[config.mk]
export PLATFORM = sky130hd
export DESIGN_NAME = sst_search
export DESIGN_NICKNAME = d
export VERILOG_FILES = /design/src/sv/sst_pkg.sv /design/src/sv/sst_search.sv
export SDC_FILE = /design/constraint.sdc
export NUM_CORES = 2
export LEC_CHECK = 0
export ABC_AREA = 1
export BUFFER_PORTS_ARGS = -buffer_cell sky130_fd_sc_hd__buf_4
export CORE_AREA = 10 10 303 305
export DETAILED_ROUTE_END_ITERATION = 12
export DIE_AREA = 0 0 313 315
export GPL_TIMING_DRIVEN = 0
export PLACE_DENSITY_LB_ADDON = 0.1
export SYNTH_ARGS = -nofsm -noshare
export SYNTH_HDL_FRONTEND = slang
export SYNTH_SLANG_ARGS = --single-unit
[constraint.sdc]
create_clock -name clk_i -period 4.86 [get_ports clk_i]
set_input_delay 0.243 -clock clk_i [delete_from_list [all_inputs] [get_ports clk_i]]
set_output_delay 0.243 -clock clk_i [all_outputs]
set_load 0.05 [all_outputs]
[src/sv/sst_pkg.sv]
// Shared types and constants for the sorted string table search block.
`timescale 1ns / 1ps

package sst_pkg;

  // Default table geometry
  localparam int unsigned ENTRIES_DEF   = 65536;
  localparam int unsigned KEY_WORDS_DEF = 7;

  // Fixed field widths
  localparam int unsigned IDX_W  = 16;
  localparam int unsigned SEL_W  = 3;
  localparam int unsigned DATA_W = 64;
  localparam int unsigned CFG_W  = 17;

  // Command codes
  typedef enum logic [1:0] {
    CMD_KEY   = 2'd0,
    CMD_CNT   = 2'd1,
    CMD_QUERY = 2'd2,
    CMD_NONE  = 2'd3
  } cmd_e;

  // Search sequencer states
  typedef enum logic [2:0] {
    ST_IDLE = 3'b001,
    ST_READ = 3'b010,
    ST_CMP  = 3'b100
  } state_e;

  // Write request from the sequencer to the table stores
  typedef struct packed {
    logic              key_we;
    logic              cnt_we;
    logic [IDX_W-1:0]  idx;
    logic [SEL_W-1:0]  sel;
    logic [DATA_W-1:0] data;
  } store_req_t;

endpackage

[src/sv/sst_search.sv]
// Command decode, query key register and binary search sequencer.
`timescale 1ns / 1ps

module sst_search import sst_pkg::*; #(
  parameter int unsigned ENTRIES   = ENTRIES_DEF,
  parameter int unsigned KEY_WORDS = KEY_WORDS_DEF,
  localparam int unsigned IdxW  = (ENTRIES > 1) ? $clog2(ENTRIES) : 1,
  localparam int unsigned CntW  = $clog2(ENTRIES + 1),
  localparam int unsigned WselW = (KEY_WORDS > 1) ? $clog2(KEY_WORDS) : 1
) (
  input  logic                              clk_i,
  input  logic                              rst_ni,
  input  logic                              start,
  output logic                              busy,
  input  logic [1:0]                        cmd_i,
  input  logic [IDX_W-1:0]                  entry_index_i,
  input  logic [SEL_W-1:0]                  word_sel_i,
  input  logic [DATA_W-1:0]                 data_i,
  input  logic                              last_i,
  input  logic                              cfg_valid_i,
  input  logic [CFG_W-1:0]                  cfg_data_i,
  output store_req_t                        req_o,
  output logic                              rd_en_o,
  output logic [IdxW-1:0]                   rd_idx_o,
  input  logic [0:KEY_WORDS-1][DATA_W-1:0]  rd_key_i,
  input  logic [DATA_W-1:0]                 rd_cnt_i,
  output logic                              valid_o,
  output logic                              found_o,
  output logic [IDX_W-1:0]                  position_o,
  output logic [DATA_W-1:0]                 count_o
);

  state_e state_q, state_d;
  cmd_e   cmd;

  logic [CFG_W-1:0]                 entry_count_q;
  logic [0:KEY_WORDS-1][DATA_W-1:0] qkey_q;
  logic [CntW-1:0]                  lo_q, lo_d, hi_q, hi_d, mid_q, mid_nxt, n_sat;
  logic [CntW:0]                    mid_sum;
  logic                             accept, query_go, idx_ok, sel_ok;
  logic                             finish, hit, key_eq, key_gt;
  logic                             valid_q, found_q;
  logic [IDX_W-1:0]                 pos_q;
  logic [DATA_W-1:0]                cnt_q;

  assign cmd      = cmd_e'(cmd_i);
  assign busy     = (state_q != ST_IDLE);
  assign accept   = start && !busy;
  assign query_go = accept && (cmd == CMD_QUERY) && last_i;
  assign idx_ok   = 32'(entry_index_i) < ENTRIES;
  assign sel_ok   = 32'(word_sel_i) < KEY_WORDS;

  // Table writes go straight to the stores
  assign req_o.key_we = accept && (cmd == CMD_KEY) && idx_ok && sel_ok;
  assign req_o.cnt_we = accept && (cmd == CMD_CNT) && idx_ok;
  assign req_o.idx    = entry_index_i;
  assign req_o.sel    = word_sel_i;
  assign req_o.data   = data_i;

  // Searched range, saturated to the table depth
  assign n_sat = (32'(entry_count_q) > ENTRIES) ? CntW'(ENTRIES) : CntW'(entry_count_q);

  // Probe index for the current interval
  assign mid_sum  = {1'b0, lo_q} + {1'b0, hi_q};
  assign mid_nxt  = mid_sum[CntW:1];
  assign rd_en_o  = (state_q == ST_READ);
  assign rd_idx_o = IdxW'(mid_nxt);

  // Full-key compare against the registered row
  assign key_eq = (rd_key_i == qkey_q);
  assign key_gt = (rd_key_i > qkey_q);

  // Sequencer: read a row, then compare and narrow
  always_comb begin
    state_d = state_q;
    lo_d    = lo_q;
    hi_d    = hi_q;
    finish  = 1'b0;
    hit     = 1'b0;
    unique case (state_q)
      ST_IDLE: begin
        if (query_go) begin
          if (n_sat == '0) begin
            finish = 1'b1;
          end else begin
            lo_d    = '0;
            hi_d    = n_sat;
            state_d = ST_READ;
          end
        end
      end
      ST_READ: begin
        state_d = ST_CMP;
      end
      ST_CMP: begin
        if (key_eq) begin
          finish  = 1'b1;
          hit     = 1'b1;
          state_d = ST_IDLE;
        end else if (mid_q == lo_q) begin
          finish  = 1'b1;
          state_d = ST_IDLE;
        end else begin
          if (key_gt) begin
            lo_d = mid_q;
          end else begin
            hi_d = mid_q;
          end
          state_d = ST_READ;
        end
      end
      default: begin
        state_d = ST_IDLE;
      end
    endcase
  end

  // Control state, config register and query key
  always_ff @(posedge clk_i or negedge rst_ni) begin
    if (!rst_ni) begin
      state_q       <= ST_IDLE;
      valid_q       <= 1'b0;
      entry_count_q <= '0;
      qkey_q        <= '0;
    end else begin
      state_q <= state_d;
      valid_q <= finish;
      if (cfg_valid_i) begin
        entry_count_q <= cfg_data_i;
      end
      // a finished search leaves the key zeroed for the next query
      if (finish) begin
        qkey_q <= '0;
      end else if (accept && (cmd == CMD_QUERY) && sel_ok) begin
        qkey_q[WselW'(word_sel_i)] <= data_i;
      end
    end
  end

  // Interval bounds and result word
  always_ff @(posedge clk_i) begin
    lo_q <= lo_d;
    hi_q <= hi_d;
    if (state_q == ST_READ) begin
      mid_q <= mid_nxt;
    end
    if (finish) begin
      found_q <= hit;
      pos_q   <= hit ? IDX_W'(mid_q) : '0;
      cnt_q   <= hit ? rd_cnt_i : '0;
    end
  end

  assign valid_o    = valid_q;
  assign found_o    = found_q;
  assign position_o = pos_q;
  assign count_o    = cnt_q;

endmodule

Word-level counts from Yosys, hierarchy flattened
Index checks and enable logic that the tools add are counted.

operators by class
  add/sub/neg operators = 1
  order comparisons = 5
  equal/unequal tests = 14
  multiplexer cells = 30
  bitwise logic cells = 1
  reduce and logical (&&, ||, !) cells = 16

operator list
  kind                    number
  $mux W448               2
  $bwmux W448             1
  $eq A448 B448 Y1        1
  $gt A448 B448 Y1        1
  $demux W64 S3           1
  $mux W17                11
  $pmux W17 S2            2
  $mux W64                1
  $add A17 B17 Y18        1
  $eq A17 B17 Y1          1
  $gt A17 B17 Y1 const B  1
  $logic_not A17 Y1       1
  $ne A2 B2 Y1 const B    6
  $reduce_and A6 Y1       2
  $pmux W3 S3             1
  $logic_and A1 B1 Y1     8
  $mux W1                 6
  $mux W3                 2
  $ge A4 B4 Y1 const B    1
  $lt A4 B1 Y1 const B    1
  $mux W2                 2
  $not A3 Y4              1
  $reduce_bool A2 Y1      2
  $eq A3 B1 Y1 const B    1
  10 further kinds        10

storage, ports and cells
  register bits = 601
  input port bits = 619
  output and inout port bits = 185

Longest topological paths before layout
  word-level depth = 8
  depth in mapped cells = 21
  depth with buffers taken out = 21

Worst setup path before layout
Ideal clock, no wire load.

  kind = reg-to-reg
  from = register state_q[0]
  to = register cnt_q[0], in the netlist count_o[0] (enable)
  library setup time = 0.406 ns
  data arrival time = 2.996 ns
  setup slack = 1.458 ns
  cell stages (with the launch flop) = 8
  path buffers = 1
  clock period less this slack = 3.402 ns
  cells stage by stage = dfstp_2 -> nand3_1 -> inv_1 -> nand4_1 -> inv_2 -> nand2_1 -> o211ai_2 -> buf_2

between the ends
  word-level cells in the longest chain between the ends = 7
  elaborated cells between the ends (all ways) = 9

ends and longest elaborated chain
  what                               line               text
  start, declared                    sst_search.sv:33   state_e state_q, state_d;
  start signal, assigned             sst_search.sv:126  state_q <= state_d;
  $ne A3 B1 Y1                       sst_search.sv:47   assign busy = (state_q != ST_IDLE);
  net busy                           sst_search.sv:14   output logic busy,
  $logic_not A1 Y1                   sst_search.sv:48   assign accept = start && !busy;
  $logic_and A1 B1 Y1                sst_search.sv:48
  $logic_and A1 B1 Y1 (2 in series)  sst_search.sv:49   assign query_go = accept && (cmd == CMD_QUERY) && last_i;
  $mux W1                            sst_search.sv:82   if (query_go) begin
  $pmux W1 S2                        sst_search.sv:80   unique case (state_q)
  net finish                         sst_search.sv:41   logic finish, hit, key_eq, key_gt;
  end signal, assigned               sst_search.sv:150  cnt_q <= hit ? rd_cnt_i : '0;
  end, declared                      sst_search.sv:44   logic [DATA_W-1:0] cnt_q;

The timed path passes the listed nets, and every way through them passes these cells.
A chain may end at the register's enable or synchronous reset.

Final worst setup path
  from = register qkey_q[215] in the netlist's numbering
  to = register cnt_q[42], in the netlist count_o[42] (enable)

between the ends
  word-level cells in the longest chain between the ends = 3

ends and longest elaborated chain
  what                             line               text
  start, declared                  sst_search.sv:37   logic [0:KEY_WORDS-1][DATA_W-1:0] qkey_q;
  start signal, assigned by index  sst_search.sv:135  qkey_q[WselW'(word_sel_i)] <= data_i;
  $eq A448 B448 Y1                 sst_search.sv:70   assign key_eq = (rd_key_i == qkey_q);
  $mux W1                          sst_search.sv:96   if (key_eq) begin
  $pmux W1 S2                      sst_search.sv:80
  net finish                       sst_search.sv:41

The timed path passes the listed nets, and every way through them passes these cells.

==> qor.yml <==
status:
  status: "finished, final reports clean"
clock_network:
  cts_tree: "built"
  root_buffer: "clkbuf_16"
  insertion_delay_ns: 0.63
  cts_num_sinks: 601
  numCtsBuffers: 73
  clock_path_buffers: 3
  htree_levels: 3
  cts_setup_buffers: 0
  path_clk_slew_ns: 0.06
cells_and_area:
  nFillCells: 8216
  final_util_pct: 55.9
  ff_latch_area_sq_um: 15700
  final_cell_mix: "918 x buf_4, 910 x nand2_1, 679 x nor2_1"
  fin_area_sq_um: 48000
  layout_commonest_cell: "buf_4"
  multi_input_area_sq_um: 17300
  layout-drive-gt1-share_pct: 19.4
  layout.nets: 6627
  syn_to_final_growth_pct: 30.1
pwr:
  leakage_uw: 0.0254
  irDropWorstVdd_mv: 0.468
  power.total_uw: 25700
  powerDensity_nw_per_um2: 535
place:
  io_buffer_count: 786
  pre_cts_slack_ns: 0.106
  gp_congestion: 0.915
  post_dp_cell_area_sq_um: 44500
  hpwl_mm: 118
worst_setup_path:
  r2r_setup_slack_ns: 0.17
  reg2reg_depth: 14
  end_kind: "flop"
  worstPathRequired_ns: 5.15
  crit_arrival_ns: 4.98
  cp-start-kind: "flop"
  reg2reg_to: "count_o[42]"
  critPathKind: "reg2reg"
  r2r_start: "qkey_q[215]"
  cp_max_fo: 73
detailed_routing:
  num_vias: 33900
  route.detailed.drc: 0
  drt-wirelength-per-cell_um: 21.9
  drtIter0Drc: 2386
  dr.pass1.iters: 6
  routed_via_density: 5.00
  wl_mm: 148
  antenna_left: 0
synth:
  post_synth.cell_area_avg_sq_um: 8.10
  syn_area_sq_um: 36900
  synth_cell_type_count: 42
  synthesis.nets: 5638
  async_reset_ff_share_pct: 78.0
  synth_seq_cells: 601
  synth_flop_cell: "dfrtp_1"
  seq_area_frac_synth_pct: 42.6
  syn_inst: 4554
  synth_edf_count: 132
  yosysWarnings: 0
timing:
  max_slew_margin_pct: 7.00
  rsz0062_at_grt: "no"
  fin_crit_ns: 4.69
  clock_skew_ns: 0.0340
  drv_slew: 0
  final_hold_viol_count: 0
  setup_slack_ns: 0.170
  setup_viol: 0
  tightest_slew_ns: 1.39
  finalCritPeriodShare_pct: 96.5
  tns_ns: 0
  clock.fmax_mhz: 213
grt:
  track_usage_pct: 29.2
  grt_pass1_wl_mm: 216
  grt_pass1_vias: 33700
  grt-ovfl-total: 0
  antenna_found_initial: 47
  grt_max_degree: 107
worst_hold_path:
  holdPathStages: 3
  whs_endpoint: "qkey_q[81]"
  hp-start: "data_i[17]"
  min-delay-path-class: "in2reg"
floorplan:
  die_w_um: 313
  ioPinCount: 804
  core_sq_um: 85900
  die-area_sq_um: 98600
  initial_utilization_pct: 42.9
  row_count: 108
  die_h_um: 315
run:
  max_cap_violations: 0
[layout make-up]
class                           count  area share [%]
Multi-Input combinational cell   3059            36.1
Sequential cell                   601            32.7
Timing Repair Buffer              914            15.2
Inverter                          633            4.95
Clock buffer                      105            4.18
Buffer                            261            3.16
Tap cell                         1155            3.01
Clock inverter                     26           0.615
Antenna cell                       23           0.120
[power by group]
group	internal, uW	total, uW	switching (uW)
combinational	4900	12400	7500
clock	3060	5370	2320
sequential	7350	7930	586
[how the worst max path moves through the flow]
| stage | start | end | slack [ns] | cells past startpoint |
|---|---|---|---|---|
| after global placement | rst_ni | qkey_q[29] | -1.85 | 1 |
| after CTS | qkey_q[215] | count_o[48] | 0.08 | 14 |
| after global routing | qkey_q[215] | count_o[48] | 0.007 | 14 |
| after floorplan | state_q[0] | count_o[0] | 1.46 | 7 |
| after detailed placement | qkey_q[215] | count_o[42] | 0.11 | 14 |
| final | qkey_q[215] | count_o[42] | 0.17 | 14 |
[synthesized netlist by cell type (3+ instances only)]
cell type	n	area share (%)
o21bai_1	6	0.12
mux2_2	16	0.49
buf_2	13	0.18
buf_4	132	2.7
buf_1	5	0.051
a21o_1	10	0.20
xor2_1	21	0.50
a21oi_1	235	3.2
nor3_1	42	0.57
inv_2	6	0.061
xnor2_1	11	0.26
nor4_1	10	0.17
o21ai_0	517	7.0
nand4_1	41	0.70
edfxtp_1	132	11
a31o_2	17	0.40
inv_1	627	6.4
dfrtp_1	468	32
clkbuf_1	108	1.1
nand3_1	46	0.62
o21a_1	18	0.37
nor2_1	679	6.9
ha_1	464	16
nand2_1	910	9.3
buf_6	3	0.092
[routing by layer]
metal | track usage [%] | wire (um)
met4 | 10.0 | 4710
met3 | 6.56 | 10600
met5 | 0 | 225
met1 | 35.1 | 59500
met2 | 50.9 | 73200
[repair_timing]
action                                  4_1_cts  5_1_grt
endpoints found under the hold margin       334        0
hold buffers                                119        0
endpoints found under the setup margin        0       72
gates resized for setup                       0        1
[worst max-delay path: stages (launching register included)]
cell	delay, ns
dfrtp_1	0.32
inv_1	0.06
ha_1	0.29
nand2_1	0.07
nor2_1	0.21
nand4_1	0.16
nor2_1	0.39
nand4_1	0.42
nor4_1	0.33
nand2_1	0.14
nor2_2	0.26
nand3_2	0.26
o211ai_2	0.47
buf_4	0.49
buf_16	0.34
[cell families (layout without fill, tap and decap cells)]
group / count (synthesis) / in the layout / share of synthesized area [%]
compound gates: 809 / 809 / 11.4
xor+xnor: 32 / 32 / 0.760
fa+ha+maj: 465 / 465 / 15.8
buf+inv: 894 / 1939 / 10.5
flops: 601 / 601 / 42.6
mux: 17 / 17 / 0.515
other cells: 0 / 23 / 0
simple gates: 1736 / 1736 / 18.4
[flip-flops by register name, indices dropped and copies added (netlist names)]
register	flops
lo_q	17
hi_q	17
valid_o	1
mid_q	17
found_o	1
state_q	3
position_o	16
qkey_q	448
entry_count_q	17
count_o	64
[per-stage QoR]
| stage | std cells | hold WS (ns) |
|---|---|---|
| after detailed placement | 6504 | 0.320 |
| after global placement | 6495 | 0.452 |
| after floorplan | 4554 | -0.0526 |
| after CTS | 6754 | 0.000573 |
| final | 6777 | 0.0306 |
| after global routing | 6773 | 0.0199 |
(Power assumes the default switching activity.)
